File: src/rtl/fixed_partition_fit_allocator_core_macros.svh
// assertion macros for the fixed partition fit allocator
`ifndef FIXED_PARTITION_FIT_ALLOCATOR_CORE_MACROS_SVH
`define FIXED_PARTITION_FIT_ALLOCATOR_CORE_MACROS_SVH

// same-cycle implication, sampled on i_clk, off while i_rst_n is low
`define FPFA_ASSERT_HOLDS(label, ante, cons) \
    label: assert property (@(posedge i_clk) disable iff (!i_rst_n) (ante) |-> (cons)) \
        else $error("fpfa: same-cycle check failed");

// next-cycle implication, sampled on i_clk, off while i_rst_n is low
`define FPFA_ASSERT_NEXT(label, ante, cons) \
    label: assert property (@(posedge i_clk) disable iff (!i_rst_n) (ante) |=> (cons)) \
        else $error("fpfa: next-cycle check failed");

`endif

File: src/rtl/fpfa_pkg.sv
// shared types and constants of the fixed partition fit allocator
`timescale 1ns / 1ps

package fpfa_pkg;

    localparam int MAX_BLOCKS_DEF = 32;
    localparam int SIZE_BITS_DEF  = 16;

    // external field widths
    localparam int IDX_FIELD_W  = 5;
    localparam int SIZE_FIELD_W = 16;
    localparam int CFG_DATA_W   = 6;
    localparam int CFG_IDX_W    = 1;

    // configuration register indexes
    localparam logic [CFG_IDX_W-1:0] REG_FIT_POLICY  = 1'b0;
    localparam logic [CFG_IDX_W-1:0] REG_BLOCK_COUNT = 1'b1;

    // placement rules, the unused code behaves as first fit
    localparam logic [1:0] POL_FIRST = 2'd0;
    localparam logic [1:0] POL_BEST  = 2'd1;
    localparam logic [1:0] POL_WORST = 2'd2;

    localparam logic CMD_LOAD  = 1'b0;
    localparam logic CMD_ALLOC = 1'b1;

    localparam logic [1:0] STAT_LOADED = 2'd0;
    localparam logic [1:0] STAT_ALLOC  = 2'd1;
    localparam logic [1:0] STAT_NOFIT  = 2'd2;

    localparam logic [5:0] BLOCK_COUNT_RST = 6'd32;

    typedef enum logic [1:0] {
        ST_IDLE,
        ST_SCAN,
        ST_FIN
    } t_state;

    // verdict of the fit unit on one block entry
    typedef struct packed {
        logic fits;
        logic take;
    } t_fit_flags;

endpackage

File: src/rtl/fpfa_store.sv
// block size memory and used flags of the allocator
`timescale 1ns / 1ps

module fpfa_store #(
    parameter int MAX_BLOCKS = fpfa_pkg::MAX_BLOCKS_DEF,
    parameter int SIZE_BITS  = fpfa_pkg::SIZE_BITS_DEF,
    parameter int IDX_W      = (MAX_BLOCKS > 1) ? $clog2(MAX_BLOCKS) : 1
) (
    input  logic                 i_clk,
    input  logic                 i_rst_n,
    input  logic                 i_wr_en,
    input  logic [IDX_W-1:0]     i_wr_addr,
    input  logic [SIZE_BITS-1:0] i_wr_size,
    input  logic                 i_set_en,
    input  logic [IDX_W-1:0]     i_set_addr,
    input  logic [IDX_W-1:0]     i_rd_addr,
    output logic [SIZE_BITS-1:0] o_rd_size,
    output logic                 o_rd_used
);

    logic [SIZE_BITS-1:0]  r_mem [MAX_BLOCKS];
    logic [MAX_BLOCKS-1:0] r_used;
    logic [SIZE_BITS-1:0]  r_rd_size;
    logic                  r_rd_used;

    always_ff @(posedge i_clk) begin
        if (i_wr_en) begin
            r_mem[i_wr_addr] <= i_wr_size;
        end
        r_rd_size <= r_mem[i_rd_addr];
    end

    // load frees an entry, an allocation marks it used
    always_ff @(posedge i_clk) begin
        if (!i_rst_n) begin
            r_used    <= '0;
            r_rd_used <= 1'b0;
        end else begin
            if (i_wr_en) begin
                r_used[i_wr_addr] <= 1'b0;
            end
            if (i_set_en) begin
                r_used[i_set_addr] <= 1'b1;
            end
            r_rd_used <= r_used[i_rd_addr];
        end
    end

    assign o_rd_size = r_rd_size;
    assign o_rd_used = r_rd_used;

endmodule

File: src/rtl/fpfa_fit_unit.sv
// shared subtract and compare unit that judges one block entry
`timescale 1ns / 1ps

module fpfa_fit_unit #(
    parameter int SIZE_BITS = fpfa_pkg::SIZE_BITS_DEF
) (
    input  logic [1:0]           i_policy,
    input  logic                 i_found,
    input  logic [SIZE_BITS-1:0] i_best,
    input  logic [SIZE_BITS-1:0] i_size,
    input  logic                 i_used,
    input  logic [SIZE_BITS-1:0] i_req,
    output logic [SIZE_BITS-1:0] o_rest,
    output fpfa_pkg::t_fit_flags o_flags
);

    logic w_fits;
    logic w_better;

    always_comb begin
        o_rest   = i_size - i_req;
        w_fits   = !i_used && (i_size >= i_req);
        // strict compares keep ties on the lowest index
        w_better = !i_found
                || ((i_policy == fpfa_pkg::POL_BEST)  && (o_rest < i_best))
                || ((i_policy == fpfa_pkg::POL_WORST) && (o_rest > i_best));
        o_flags.fits = w_fits;
        o_flags.take = w_fits && w_better;
    end

endmodule

File: src/rtl/fixed_partition_fit_allocator_core.sv
// top level of the fixed partition fit allocator
`timescale 1ns / 1ps
`include "fixed_partition_fit_allocator_core_macros.svh"

// Fixed-partition allocator with first, best or worst fit. A load beat
// (tuser command 0) writes a block size and frees that block; its result
// beat has status 0. An allocate beat (command 1) scans the free blocks
// below block_count, one entry per cycle through the single read port of
// the size memory and one shared subtract/compare unit, marks the chosen
// block used and returns its index and the leftover (status 1), or status
// 2 when nothing fits. Ties go to the lowest index; first fit stops at the
// first hit. Sequence: a load beat goes straight to the result register;
// an allocate beat reads each entry below limit (limit =
// min(block_count, MAX_BLOCKS)), judges each entry as its read returns,
// closes the scan once the last read is judged, then fills the result
// register. First fit hitting early ends the scan sooner; a stalled
// result register holds the core until it drains. Only one beat is in
// flight; the input is ready again once the result is in the output
// register, even while that result waits. Used flags reset to free;
// no clearing pass. Block sizes are undefined until loaded.
// Configuration is not gated here: write it only while idle, since
// the policy is read live during a scan.
module fixed_partition_fit_allocator_core #(
    parameter int MAX_BLOCKS = fpfa_pkg::MAX_BLOCKS_DEF,
    parameter int SIZE_BITS  = fpfa_pkg::SIZE_BITS_DEF
) (
    input  logic        i_clk,
    input  logic        i_rst_n,
    // configuration write port
    input  logic                             i_cfg_we,
    input  logic [fpfa_pkg::CFG_IDX_W-1:0]   i_cfg_index,
    input  logic [fpfa_pkg::CFG_DATA_W-1:0]  i_cfg_data,
    // request stream
    input  logic        s_axis_tvalid,
    output logic        s_axis_tready,
    input  logic [23:0] s_axis_tdata,   // block_index[4:0], size_value[20:5], zero pad
    input  logic [0:0]  s_axis_tuser,   // command[0]
    // result stream
    output logic        m_axis_tvalid,
    input  logic        m_axis_tready,
    output logic [23:0] m_axis_tdata,   // chosen_block[4:0], leftover[20:5], zero pad
    output logic [1:0]  m_axis_tuser    // status[1:0]
);

    localparam int IDX_W = (MAX_BLOCKS > 1) ? $clog2(MAX_BLOCKS) : 1;
    localparam int CNT_W = $clog2(MAX_BLOCKS + 1);

    // configuration
    logic [1:0] r_policy;
    logic [5:0] r_count;

    // sequencer and scan state
    fpfa_pkg::t_state     r_state, n_state;
    logic                 r_cmd, n_cmd;
    logic [SIZE_BITS-1:0] r_req, n_req;
    logic [CNT_W-1:0]     r_addr, n_addr;
    logic [CNT_W-1:0]     r_limit, n_limit;
    logic                 r_ev_valid, n_ev_valid;
    logic [IDX_W-1:0]     r_ev_idx, n_ev_idx;
    logic                 r_found, n_found;
    logic [IDX_W-1:0]     r_pick, n_pick;
    logic [SIZE_BITS-1:0] r_best, n_best;

    // output register
    logic        r_out_valid, n_out_valid;
    logic [1:0]  r_out_status, n_out_status;
    logic [4:0]  r_out_block, n_out_block;
    logic [15:0] r_out_left, n_out_left;

    logic                 w_s_acc;
    logic                 w_in_cmd;
    logic [4:0]           w_in_idx;
    logic [15:0]          w_in_size;
    logic                 w_load_wr;
    logic                 w_first;
    logic                 w_issue;
    logic                 w_out_free;
    logic                 w_fin_go;
    logic [SIZE_BITS-1:0] w_rd_size;
    logic                 w_rd_used;
    logic [SIZE_BITS-1:0] w_rest;
    fpfa_pkg::t_fit_flags w_flags;

    // unpack the request beat
    assign w_in_cmd  = s_axis_tuser[0];
    assign w_in_idx  = s_axis_tdata[4:0];
    assign w_in_size = s_axis_tdata[20:5];

    assign s_axis_tready = (r_state == fpfa_pkg::ST_IDLE);
    assign w_s_acc       = s_axis_tvalid && s_axis_tready;

    // load writes the memory at accept; out-of-range index writes nothing
    assign w_load_wr = w_s_acc && (w_in_cmd == fpfa_pkg::CMD_LOAD)
                     && ({27'd0, w_in_idx} < MAX_BLOCKS);

    // unused policy code acts as first fit: stop issuing after a hit
    assign w_first = (r_policy != fpfa_pkg::POL_BEST) && (r_policy != fpfa_pkg::POL_WORST);
    assign w_issue = (r_state == fpfa_pkg::ST_SCAN) && (r_addr < r_limit)
                   && !(r_found && w_first);

    // result register is free when empty or being drained this cycle
    assign w_out_free = !r_out_valid || m_axis_tready;
    assign w_fin_go   = (r_state == fpfa_pkg::ST_FIN) && w_out_free;

    fpfa_store #(
        .MAX_BLOCKS (MAX_BLOCKS),
        .SIZE_BITS  (SIZE_BITS),
        .IDX_W      (IDX_W)
    ) u_store (
        .i_clk      (i_clk),
        .i_rst_n    (i_rst_n),
        .i_wr_en    (w_load_wr),
        .i_wr_addr  (IDX_W'(w_in_idx)),
        .i_wr_size  (SIZE_BITS'(w_in_size)),
        .i_set_en   (w_fin_go && (r_cmd == fpfa_pkg::CMD_ALLOC) && r_found),
        .i_set_addr (r_pick),
        .i_rd_addr  (r_addr[IDX_W-1:0]),
        .o_rd_size  (w_rd_size),
        .o_rd_used  (w_rd_used)
    );

    fpfa_fit_unit #(
        .SIZE_BITS (SIZE_BITS)
    ) u_fit (
        .i_policy (r_policy),
        .i_found  (r_found),
        .i_best   (r_best),
        .i_size   (w_rd_size),
        .i_used   (w_rd_used),
        .i_req    (r_req),
        .o_rest   (w_rest),
        .o_flags  (w_flags)
    );

    // configuration registers
    always_ff @(posedge i_clk) begin
        if (!i_rst_n) begin
            r_policy <= fpfa_pkg::POL_FIRST;
            r_count  <= fpfa_pkg::BLOCK_COUNT_RST;
        end else if (i_cfg_we) begin
            case (i_cfg_index)
                fpfa_pkg::REG_FIT_POLICY:  r_policy <= i_cfg_data[1:0];
                fpfa_pkg::REG_BLOCK_COUNT: r_count  <= i_cfg_data;
                default: ;
            endcase
        end
    end

    // next state
    always_comb begin
        n_state = r_state;
        case (r_state)
            fpfa_pkg::ST_IDLE: begin
                if (w_s_acc) begin
                    n_state = (w_in_cmd == fpfa_pkg::CMD_LOAD) ? fpfa_pkg::ST_FIN
                                                               : fpfa_pkg::ST_SCAN;
                end
            end
            fpfa_pkg::ST_SCAN: begin
                // done once nothing is issued and the last read is judged
                if (!w_issue && !r_ev_valid) begin
                    n_state = fpfa_pkg::ST_FIN;
                end
            end
            fpfa_pkg::ST_FIN: begin
                if (w_out_free) begin
                    n_state = fpfa_pkg::ST_IDLE;
                end
            end
            default: n_state = fpfa_pkg::ST_IDLE;
        endcase
    end

    // datapath and output register next values
    always_comb begin
        n_cmd        = r_cmd;
        n_req        = r_req;
        n_addr       = r_addr;
        n_limit      = r_limit;
        n_ev_valid   = 1'b0;
        n_ev_idx     = r_ev_idx;
        n_found      = r_found;
        n_pick       = r_pick;
        n_best       = r_best;
        n_out_valid  = r_out_valid && !m_axis_tready;
        n_out_status = r_out_status;
        n_out_block  = r_out_block;
        n_out_left   = r_out_left;

        if (w_s_acc) begin
            n_cmd   = w_in_cmd;
            n_req   = SIZE_BITS'(w_in_size);
            n_addr  = '0;
            n_found = 1'b0;
            // block count above the table size acts as the table size
            n_limit = ({26'd0, r_count} > MAX_BLOCKS) ? CNT_W'(MAX_BLOCKS)
                                                      : CNT_W'(r_count);
        end

        if (r_state == fpfa_pkg::ST_SCAN) begin
            // read issue, memory data returns in the next cycle
            n_ev_valid = w_issue;
            n_ev_idx   = r_addr[IDX_W-1:0];
            if (w_issue) begin
                n_addr = CNT_W'(r_addr + 1'b1);
            end
            if (r_ev_valid && w_flags.take) begin
                n_found = 1'b1;
                n_pick  = r_ev_idx;
                n_best  = w_rest;
            end
        end

        if (w_fin_go) begin
            n_out_valid = 1'b1;
            if (r_cmd == fpfa_pkg::CMD_LOAD) begin
                n_out_status = fpfa_pkg::STAT_LOADED;
                n_out_block  = '0;
                n_out_left   = '0;
            end else if (r_found) begin
                n_out_status = fpfa_pkg::STAT_ALLOC;
                n_out_block  = 5'(r_pick);
                n_out_left   = 16'(r_best);
            end else begin
                n_out_status = fpfa_pkg::STAT_NOFIT;
                n_out_block  = '0;
                n_out_left   = '0;
            end
        end
    end

    always_ff @(posedge i_clk) begin
        if (!i_rst_n) begin
            r_state     <= fpfa_pkg::ST_IDLE;
            r_ev_valid  <= 1'b0;
            r_found     <= 1'b0;
            r_out_valid <= 1'b0;
            r_cmd       <= fpfa_pkg::CMD_LOAD;
            r_addr      <= '0;
            r_limit     <= '0;
        end else begin
            r_state     <= n_state;
            r_ev_valid  <= n_ev_valid;
            r_found     <= n_found;
            r_out_valid <= n_out_valid;
            r_cmd       <= n_cmd;
            r_addr      <= n_addr;
            r_limit     <= n_limit;
        end
    end

    // payload, no reset
    always_ff @(posedge i_clk) begin
        r_req        <= n_req;
        r_ev_idx     <= n_ev_idx;
        r_pick       <= n_pick;
        r_best       <= n_best;
        r_out_status <= n_out_status;
        r_out_block  <= n_out_block;
        r_out_left   <= n_out_left;
    end

    assign m_axis_tvalid = r_out_valid;
    assign m_axis_tuser  = r_out_status;
    assign m_axis_tdata  = {3'd0, r_out_left, r_out_block};

    // a judged entry always lies inside the scan range
    `FPFA_ASSERT_HOLDS(a_ev_in_range, r_ev_valid, r_ev_idx < r_limit)
    // load skips the scan
    `FPFA_ASSERT_NEXT(a_load_to_fin, w_s_acc && (w_in_cmd == fpfa_pkg::CMD_LOAD), r_state == fpfa_pkg::ST_FIN)
    // a hit found by the scan is reported as allocated
    `FPFA_ASSERT_NEXT(a_hit_reported, w_fin_go && r_found && (r_cmd == fpfa_pkg::CMD_ALLOC), m_axis_tuser == fpfa_pkg::STAT_ALLOC)
    // no memory read is left pending when a new beat can enter
    `FPFA_ASSERT_HOLDS(a_idle_no_pending, s_axis_tready, !r_ev_valid)

endmodule

File: config.mk
export PLATFORM = sky130hd
export DESIGN_NAME = fixed_partition_fit_allocator_core
export DESIGN_NICKNAME = d
export VERILOG_FILES = /design/src/rtl/fpfa_pkg.sv /design/src/rtl/fpfa_store.sv /design/src/rtl/fpfa_fit_unit.sv /design/src/rtl/fixed_partition_fit_allocator_core.sv
export VERILOG_INCLUDE_DIRS = /design/src /design/src/rtl
export SDC_FILE = /design/constraint.sdc
export NUM_CORES = 1
export LEC_CHECK = 0
export BUFFER_PORTS_ARGS = -buffer_cell sky130_fd_sc_hd__buf_4
export CAP_MARGIN = 10
export CORE_MARGIN = 3
export CORE_UTILIZATION = 30
export CTS_CLUSTER_DIAMETER = 150
export DETAILED_ROUTE_END_ITERATION = 6
export GPL_TIMING_DRIVEN = 0
export PLACE_DENSITY = 0.55
export SLEW_MARGIN = 20
export SYNTH_ARGS = -nofsm -noshare
export SYNTH_HDL_FRONTEND = slang
export SYNTH_SLANG_ARGS = --single-unit
File: constraint.sdc
create_clock -name i_clk -period 7.9 [get_ports i_clk]
set_input_delay 0.79 -clock i_clk [delete_from_list [all_inputs] [get_ports i_clk]]
set_output_delay 0.79 -clock i_clk [all_outputs]
set_load 0.03 [all_outputs]
==> out/results.tsv, run 1 <==
metric	value	unit
synth_ff_type	edfxtp_1	
finalSetupTns	0	ns
place_congestion	0.7991	
holdPathStages	0	
fillers	7972	
hold_path.startpoint	r_ev_idx[2]	
final.period_utilization	61.00	%
worstSetupPathType	flop to flop	
tightestPinTransition	1.083	ns
synth_edf_count	577	
cap_viol_max_count	0	
rows	107	
cts_root_buf	clkbuf_16	
drcViolationCount	0	
yosys-mux-area-fraction	14.76	%
drive_above_1_share	26.03	%
multi_input_area	6939	um^2
hold_viol	0	
avgSynthCellArea	18.26	um^2
synth.largest_area_cell	edfxtp_1	
finClkSkew	0.02551	ns
synth_top_area_share	66.11	%
worstHoldEndpoint	r_pick[2]	
rsz0062_at_grt	no	
final_core_util	36.01	%
synth-seq-cells	652	
synth_compound_area_share	3.599	%
r2r_slack	3.08	ns
antenna_found_initial	0	
reg2reg_depth	16	
grt_overflow	0	
leakage	9.940	nW
die_width	301.6	um
initial_core_util	30.49	%
report.final.setup_viol	0	
grt_pass1_vias	13880	
status	finished, final reports clean	
synthesis.area	26210	um^2
cts_sinks	652	
io_pins	65	
slew_headroom	27.80	%
rr_endpoint	r_best[11]	
cts-buffers-inserted	71	
power_density	239.3	nW/um^2
cp_data_required_time	8.20	ns
max-vdd-ir-drop	0.0001795	V
drt_first_pass_iters	5	
synth_simple_gate_area_share	5.370	%
fin_nets	1679	
track_usage	13.95	%
cts_resized	0	
ys_async_sr_fraction	0	%
grt_max_degree	34	
seq_area	18830	um^2
tritoncts	done	
routed_wl	63030	um
clock.fmax	207.5	MHz
finalCriticalPeriod	4.819	ns
antenna_cells	0	
synthAdderAreaFrac	1.986	%
cts_htree_levels	3	
cp_max_fo	8	
grt_pass1_wl	93010	um
crit_arrival	5.12	ns
io_buffer_count	56	
synthCells	1435	
antenna_left	0	
vias	13660	
hold_path_class	flop to flop	
synth_cell_types	62	
clk_latency	0.63	ns
clk_pin_slew	0.06	ns
ys_seq_area_share	71.84	%
synth_top_family_by_area	multiplexers	
viasPerCell	4.877	
synth_xor_area_share	0.3676	%
crit-reg2reg-launch	r_req[8]	
die-area	90950	um^2
postCtsSetupBuffers	0	
drt_iter0_drc	1223	
cts_hold_buf	0	
critPathLaunchType	flop	
synthToLayoutAreaGrowth	18.08	%
die_h	301.6	um
synth_area_leaders	edfxtp_1, mux4_2, dfxtp_1	
avgRoutedWirePerCell	22.51	um
drv_slew	0	
crit_path_end_kind	flop	
core-area	85950	um^2
yosys_warnings	0	
clockBufferDepth	3	
post-dp-hpwl	42850	um
==> cells in the mapped netlist (7+ instances only) <==
cell,instances
ha_1,40
nor3b_1,8
nor2b_1,7
nor2_1,56
buf_2,9
dfxtp_1,75
o21ai_0,48
mux4_2,170
nand2b_1,14
and3_1,22
and2_1,15
a21boi_0,31
nand3_1,25
nand2_1,101
clkbuf_1,33
a21oi_1,27
buf_1,11
buf_4,16
nand4_1,7
edfxtp_1,577
inv_1,47
==> cell type report <==
type | instances | share of cell area, %
Buffer | 71 | 1.144
Clock buffer | 91 | 6.048
Clock inverter | 37 | 1.682
Inverter | 49 | 0.6104
Multi-Input combinational cell | 665 | 22.42
Sequential cell | 652 | 60.83
Tap cell | 1144 | 4.625
Timing Repair Buffer | 91 | 2.636
==> cell families after synthesis <==
kind of cell             count (synthesis)
AND/OR/NAND/NOR                        285
AO/OA/AOI/OAI                          151
multiplexers                           174
flip-flops                             652
other                                    1
adder cells (fa/ha/maj)                 41
buffers and inverters                  120
XOR/XNOR                                11
==> metal layers <==
| metal | part of all wire, % | vias to the layer above | global-route usage, % |
|---|---|---|---|
| li1 | - | 6046 | - |
| met1 | 44 | 7089 | 19.39 |
| met2 | 47 | 429 | 21.90 |
| met3 | 6.9 | 91 | 2.995 |
| met4 | 2.2 | 0 | 4.407 |
| met5 | 0 | - | 0 |
==> cells in the final DEF, fill, tap and decap left out, types with 11 or more instances in the layout <==
cell type | synthesis | layout
buf_4 | 16 | 74
inv_1 | 47 | 47
clkbuf_16 | 0 | 71
edfxtp_1 | 577 | 577
nand3_1 | 25 | 25
nor2_1 | 56 | 24
dfxtp_1 | 75 | 75
nand2b_1 | 14 | 14
a21boi_0 | 31 | 31
nand2_1 | 101 | 101
and2_1 | 15 | 15
a21oi_1 | 27 | 27
and3_1 | 22 | 22
clkinv_1 | 0 | 11
ha_1 | 40 | 40
buf_1 | 11 | 11
mux4_2 | 170 | 170
clkbuf_1 | 33 | 50
nor2_2 | 0 | 32
buf_6 | 2 | 30
o21ai_0 | 48 | 48
==> state kept, by name, summed over array words and instances, names as in the netlist, 2 cells and up <==
register           count
u_store.o_rd_size     16
r_pick                 5
r_state                2
r_ev_idx               5
r_out_block            5
r_count                6
r_req                 16
m_axis_tuser           2
u_store.r_mem        512
r_limit                6
r_out_left            16
u_store.r_used        32
r_policy               2
r_best                16
r_addr                 6
==> critical path, cell delays in order, from the launching register on <==
cell	delay (ns)
edfxtp_1	0.33
inv_1	0.04
ha_1	0.26
buf_2	0.18
nand2_1	0.09
or4b_1	0.53
a31oi_1	0.30
nor2_1	0.09
o31ai_1	0.29
xor2_1	0.27
ha_1	0.30
nand4_1	0.20
a21oi_1	0.07
nor4_1	0.47
mux2i_1	0.19
nor4_2	0.57
buf_2	0.32
==> power breakdown <==
| group | switching, mW | internal, mW | leakage (nW) |
|---|---|---|---|
| clock | 1.37 | 1.99 | 1.15 |
| sequential | 0.00899 | 3.78 | 5.84 |
| combinational | 0.174 | 0.0791 | 2.95 |
==> how the worst max path moves through the flow <==
stage | from | to | slack, ns | cells after the start
after floorplan | r_req[8] | r_best[0] | 2.32 | 15
after global placement | r_req[8] | r_best[10] | 0.67 | 15
after detailed placement | r_req[8] | r_best[9] | 3.05 | 16
after CTS | r_req[8] | r_best[8] | 3.05 | 16
after global routing | r_req[8] | r_best[7] | 2.72 | 16
final | r_req[8] | r_best[11] | 3.08 | 16
==> through the flow <==
stage / cells / setup slack, ns / hold WS [ns] / power, mW / instance area, um^2
2_1_floorplan: 1437 / 2.316 / 0.4003 / 3.988 / 26220
3_3_place_gp: 2637 / 0.6726 / 0.4057 / 4.101 / 28070
3_5_place_dp: 2672 / 3.053 / 0.4045 / 4.113 / 28550
4_1_cts: 2800 / 3.045 / 0.3852 / 7.508 / 30940
5_1_grt: 2800 / 2.718 / 0.4147 / 7.675 / 30950
6_report: 2800 / 3.081 / 0.4185 / 7.406 / 30950
(Power assumes the default switching activity.)
==> run 2: changes to the inputs <==
- ABC_AREA: unset -> 1
- clock period: 7.9 -> 4.5 ns (I/O delays scaled with it)
==> out/results.tsv, run 2 <==
metric	value	unit	change
status	finished, final reports clean		unchanged
initial_core_util	30.43	%	was 30.49%
grt_overflow	0		unchanged
reg2reg_depth	21		was 16
core-area	87290	um^2	was 85950 um^2
r2r_slack	0.51	ns	was 3.08 ns
slowest_stage	inv_1		was nor4_2
worstSetupPathType	flop to flop		unchanged
clock.fmax	250.5	MHz	was 207.5 MHz
cp_max_fo	21		was 8
synthAdderAreaFrac	1.960	%	was 1.986%
synth_ff_type	edfxtp_1		unchanged
crit-reg2reg-launch	r_req[0]		was r_req[8]
finalCriticalPeriod	3.992	ns	was 4.819 ns
timing.hold.ws	0.07190	ns	was 0.4185 ns
cts_htree_levels	3		unchanged
die_h	303.6	um	was 301.6 um
ys_async_sr_fraction	0	%	unchanged
power_density	416.9	nW/um^2	was 239.3 nW/um^2
grt_pass1_wl	121400	um	was 93010 um
place_congestion	0.9103		was 0.7991
synth_top_area_share	65.23	%	was 66.11%
seq_area	18830	um^2	unchanged
layout_commonest_cell	edfxtp_1		unchanged
fin_ws	0.5077	ns	was 3.081 ns
finClkSkew	0.04387	ns	was 0.02551 ns
max-vdd-ir-drop	0.0002660	V	was 0.0001795 V
drv_slew	0		unchanged
postCtsSetupBuffers	0		unchanged
die-area	92140	um^2	was 90950 um^2
antenna_found_initial	5		was 0
worstHoldEndpoint	r_count[5]		was r_pick[2]
crit_path_end_kind	flop		unchanged
avgSynthCellArea	11.91	um^2	was 18.26 um^2
yosys_warnings	0		unchanged
synthesis.area	26560	um^2	was 26210 um^2
cts_resized	0		unchanged
report.final.setup_viol	0		unchanged
slew_headroom	35.92	%	was 27.80%
cts_root_buf	clkbuf_16		unchanged
yosys-mux-area-fraction	0	%	was 14.76%
cp_data_required_time	4.71	ns	was 8.20 ns
total_power	12.98	mW	was 7.406 mW
multi_input_area	6868	um^2	was 6939 um^2
synth_xor_area_share	0.4946	%	was 0.3676%
final_core_util	35.67	%	was 36.01%
synth_edf_count	577		unchanged
synth-seq-cells	652		unchanged
synthToLayoutAreaGrowth	17.25	%	was 18.08%
io_pins	65		unchanged
placed_area	28850	um^2	was 28550 um^2
io_buffer_count	58		was 56
crit_path_max_incr_delay	0.64	ns	was 0.57 ns
drcViolationCount	0		unchanged
synthCells	2230		was 1435
antenna_left	0		unchanged
regMostFlops	u_store.r_mem		unchanged
die_width	303.6	um	was 301.6 um
synth_simple_gate_area_share	10.87	%	was 5.370%
track_usage	18.10	%	was 13.95%
largest_reg_flops	512		unchanged
tightestPinTransition	0.9611	ns	was 1.083 ns
finalSetupTns	0	ns	unchanged
leakage	10.70	nW	was 9.940 nW
drt_iter0_drc	2323		was 1223
dp_slack	0.4466	ns	was 3.053 ns
final.period_utilization	88.72	%	was 61.00%
post-dp-hpwl	57700	um	was 42850 um
placedCellCount	3465		was 2672
vias	18680		was 13660
hold_viol	0		unchanged
synth_compound_area_share	11.95	%	was 3.599%
hold_path_class	input port to flop		was flop to flop
cts_sinks	652		unchanged
ys_top_cells_by_count	edfxtp_1, nor2_1, o21ai_0		was edfxtp_1, mux4_2, nand2_1
fin_nets	2460		was 1679
fillers	8531		was 7972
grt_pass1_vias	17470		was 13880
drive_above_1_share	11.61	%	was 26.03%
avgRoutedWirePerCell	23.67	um	was 22.51 um
drt_first_pass_iters	5		unchanged
post-route-cell-area	31140	um^2	was 30950 um^2
fin_cells	3593		was 2800
top_regs	u_store.r_mem x512, u_store.r_used x32		unchanged
synth_area_leaders	edfxtp_1, nor2_1, o21ai_0		was edfxtp_1, mux4_2, dfxtp_1
critPathLaunchType	flop		unchanged
hold_path.startpoint	i_cfg_data[5]		was r_ev_idx[2]
viasPerCell	5.198		was 4.877
rows	108		was 107
ys_seq_area_share	70.89	%	was 71.84%
clockBufferDepth	3		unchanged
grt_max_degree	34		unchanged
layout_common_cells	edfxtp_1, nor2_1, o21ai_0, nand2_1, inv_1		was edfxtp_1, mux4_2, nand2_1, dfxtp_1, buf_4
rsz0062_at_grt	no		unchanged
cp_common_cell	nand2_1		
clk_pin_slew	0.06	ns	about the same
cap_viol_max_count	0		unchanged
cts-buffers-inserted	70		was 71
crit_arrival	4.21	ns	was 5.12 ns
cts_hold_buf	0		unchanged
synth.largest_area_cell	edfxtp_1		unchanged
holdPathStages	3		was 0
crit_path_cell_trace	ha_1 -> inv_1 -> fa_1 -> nand3_1 -> nand2_1 -> nand2_1 -> nand2_1 -> a21oi_1 -> o21bai_1 -> xor2_1 -> ha_1 -> nand2_1 -> nor2_1 -> nand4_1 -> inv_1 -> nand2_1 -> nand2_1 -> nand2_1 -> nand3_1 -> nand2_1 -> inv_1		was inv_1 -> ha_1 -> buf_2 -> nand2_1 -> or4b_1 -> a31oi_1 -> nor2_1 -> o31ai_1 -> xor2_1 -> ha_1 -> nand4_1 -> a21oi_1 -> nor4_1 -> mux2i_1 -> nor4_2 -> buf_2
synth_cell_types	41		was 62
tritoncts	done		unchanged
synth_top_family_by_area	compound AO/OA/AOI/OAI gates		was multiplexers
routed_wl	85040	um	was 63030 um
rr_endpoint	r_best[10]		was r_best[11]
synth.most_common_cell	edfxtp_1		unchanged
clk_latency	0.62	ns	was 0.63 ns
## run 2: changes by cell type after synthesis, sizes merged, moves of 55 or more
cell,previous run,this run
nor2,56,445
o21ai,53,333
mux4,170,0
o22ai,1,96
nand2,101,174
inv,48,103
## run 2: where the power goes
part	switching (mW)	internal [mW]	total (mW)
clock network	2.40	3.33	5.73
registers	0.0164	6.64	6.65
logic	0.438	0.158	0.595
## run 2: how the worst max path moves through the flow
stage | to | cells past startpoint | slack, ns | startpoint
floorplan | r_best[0] | 21 | 1.15 | u_store.o_rd_size[0]
CTS | r_best[12] | 22 | 0.43 | u_store.o_rd_size[0]
global placement | r_best[12] | 22 | 0.53 | u_store.o_rd_size[0]
detailed placement | r_best[12] | 22 | 0.45 | u_store.o_rd_size[0]
global route | r_best[15] | 19 | 0.08 | r_req[0]
finish | r_best[10] | 21 | 0.51 | r_req[0]
## run 2: worst max-delay path: cells and delay by family (launching register included)
| family | cells | cell delay, ns |
|---|---|---|
| AOI/OAI and AO/OA | 2 | 0.34 |
| xor gates and xnor gates | 1 | 0.18 |
| adders and majority gates | 3 | 0.86 |
| buffers and inverters | 3 | 0.80 |
| DFF | 1 | 0.33 |
| and+or+nand+nor | 12 | 1.07 |
## run 2: layer usage
layer,wire (um),global-route usage [%],part of all wire [%],vias up
li1,-,-,-,8322
met1,34550,24.18,41,9211
met2,39500,28.95,46,961
met3,7866,3.660,9.2,171
met4,3080,7.141,3.6,10
met5,53,0,0.062,-
## run 2: cell families after synthesis
family          after synthesis
compound gates              574
xor+xnor                     15
fa+ha+maj                    41
buf+inv                     230
flops                       652
other cells                   1
simple gates                717
## run 2: area by class of cell
| type | count | area share, % |
|---|---|---|
| clock inverters | 41 | 1.185 |
| flip-flops and latches | 652 | 60.46 |
| multi-input cells | 1350 | 22.05 |
| inverters | 105 | 1.266 |
| repair buffers | 78 | 2.230 |
| clock buffers | 86 | 6.155 |
| plain buffers | 125 | 2.001 |
| diodes | 1 | 0.008036 |
| well taps | 1155 | 4.641 |
==> run 3: changes to the inputs <==
- SYNTH_HIERARCHICAL: unset -> 1
==> out/results.tsv, run 3 <==
metric	value	unit	change
track_usage	16.44	%	was 18.10%
cts_sinks	652		unchanged
io_pins	65		unchanged
regMostFlops	u_store/r_mem		was u_store.r_mem
antenna_found_initial	1		was 5
cts-buffers-inserted	67		was 70
yosys_warnings	6		was 0
synthCells	2513		was 2230
seq_area	18830	um^2	unchanged
postCtsSetupBuffers	0		unchanged
post-dp-hpwl	52230	um	was 57700 um
synthToLayoutAreaGrowth	16.60	%	was 17.25%
critPathLaunchType	flop		unchanged
finalSetupTns	0	ns	unchanged
grt_pass1_vias	17880		was 17470
die_width	307.9	um	was 303.6 um
synthesis.area	27340	um^2	was 26560 um^2
cts_root_buf	clkbuf_16		unchanged
tightestPinTransition	1.120	ns	was 0.9611 ns
grt_pass1_wl	115800	um	was 121400 um
clk_latency	0.62	ns	about the same
hold_viol	0		unchanged
clkPwrFrac	40.0	%	was 44.2%
cts_hold_buf	0		unchanged
viasPerCell	4.896		was 5.198
finClkSkew	0.02828	ns	was 0.04387 ns
avgRoutedWirePerCell	20.21	um	was 23.67 um
cts_htree_levels	3		unchanged
routed_wl	78840	um	was 85040 um
die-area	94810	um^2	was 92140 um^2
multi_input_area	7517	um^2	was 6868 um^2
pwr-share-seq	49.6	%	was 51.3%
drt_iter0_drc	2133		was 2323
final.period_utilization	83.14	%	was 88.72%
max-vdd-ir-drop	0.0002659	V	was 0.0002660 V
power_density	424.6	nW/um^2	was 416.9 nW/um^2
slew_headroom	25.35	%	was 35.92%
power_switching	3.353	mW	was 2.853 mW
clk_pin_slew	0.06	ns	about the same
crit_path_end_kind	flop		unchanged
rsz0062_at_grt	no		unchanged
fin_nets	2750		was 2460
combinationalPowerShare	10.4	%	was 4.6%
hold_path_class	input port to flop		unchanged
layout_commonest_cell	nand2_1		was edfxtp_1
drv_slew	0		unchanged
leakage	11.71	nW	was 10.70 nW
initial_core_util	30.33	%	was 30.43%
fillers	8911		was 8531
tritoncts	done		unchanged
rows	110		was 108
drive_above_1_share	11.96	%	was 11.61%
vias	19100		was 18680
clock.fmax	267.3	MHz	was 250.5 MHz
cp_data_required_time	4.72	ns	was 4.71 ns
grt_max_degree	34		unchanged
drt_first_pass_iters	7		was 5
avgSynthCellArea	10.88	um^2	was 11.91 um^2
cts_resized	0		unchanged
layout_common_cells	nand2_1, edfxtp_1, nand3_1, inv_1, nor2_1		was edfxtp_1, nor2_1, o21ai_0, nand2_1, inv_1
status	finished, final reports clean		unchanged
antenna_left	0		unchanged
io_buffer_count	58		unchanged
place_congestion	0.8884		was 0.9103
drcViolationCount	0		unchanged
p_sw_share	24.77	%	was 21.98%
core-area	90150	um^2	was 87290 um^2
p_int	10.19	mW	was 10.13 mW
die_h	307.9	um	was 303.6 um
clockBufferDepth	3		unchanged
crit_arrival	3.96	ns	was 4.21 ns
cap_viol_max_count	0		unchanged
cp_max_fo	21		unchanged
top_regs	u_store/r_mem x512, u_store/r_used x32		was u_store.r_mem x512, u_store.r_used x32
grt_overflow	0		unchanged
worstSetupPathType	flop to flop		unchanged
antenna_cells	0		was 1
largest_reg_flops	512		unchanged
placedCellCount	3781		was 3465
fin_cells	3901		was 3593
report.final.setup_viol	0		unchanged
finalCriticalPeriod	3.741	ns	was 3.992 ns
run 3: final timing paths:
check,start,to,cells past startpoint,slack (ns)
setup reg to reg,u_store/o_rd_size[0],r_best[5],22,0.76
setup / recovery,u_store/o_rd_size[0],r_best[5],22,0.76
hold / removal,i_cfg_data[5],r_count[5],3,0.07
hold reg to reg,r_ev_idx[2],r_pick[2],0,0.42
run 3: layout make-up:
| cell class | instances | share of cell area, % |
|---|---|---|
| clock buffers | 94 | 5.871 |
| flip-flops and latches | 652 | 59.05 |
| repair buffers | 90 | 2.708 |
| clock inverters | 26 | 0.7417 |
| plain buffers | 129 | 2.025 |
| multi-input cells | 1615 | 23.58 |
| inverters | 119 | 1.413 |
| well taps | 1176 | 4.615 |
run 3: layer usage:
metal  up-vias  part of all wire [%]  GRT usage [%]
li1       8974                     -              -
met1      9278                    47          24.48
met2       737                    43          24.61
met3       110                   7.9          2.905
met4         0                   2.2          4.431
met5         -                     0              0
run 3: power by group through the flow:
stage	sequential, mW	combinational, mW	clock (mW)
final	6.72	1.40	5.42
after detailed placement	6.85	1.39	0
after floorplan	6.87	0.814	0
after global placement	6.85	1.37	0
after CTS	6.72	1.40	5.52
after global routing	6.73	1.55	5.74
run 3: critical path, cell delays in order (launching register included):
cell	delay, ns
dfxtp_1	0.29
inv_1	0.05
ha_1	0.13
inv_1	0.05
fa_1	0.42
nand2_2	0.10
nand2_2	0.08
nand3_2	0.08
nand2_2	0.08
nand3_2	0.08
nand2_2	0.06
xor2_2	0.15
ha_1	0.28
nand2_1	0.06
nor2_1	0.14
inv_1	0.07
nor3_1	0.13
nand2_1	0.10
a21oi_1	0.12
nor2_1	0.06
nor2_1	0.08
nand3_1	0.10
inv_1	0.64
run 3: through the flow:
step	hold slack, ns	cell area, um^2	total power [mW]	utilization, %	worst slack, ns
floorplan	0.4003	27350	7.688	-	1.204
global placement	0.4013	29260	8.222	32.46	0.5822
detailed placement	0.4062	29770	8.243	33.03	0.6882
CTS	0.04408	31880	13.64	35.37	0.6737
global route	0.05642	31880	14.02	35.37	0.3127
finish	0.07060	31880	13.54	35.37	0.7586
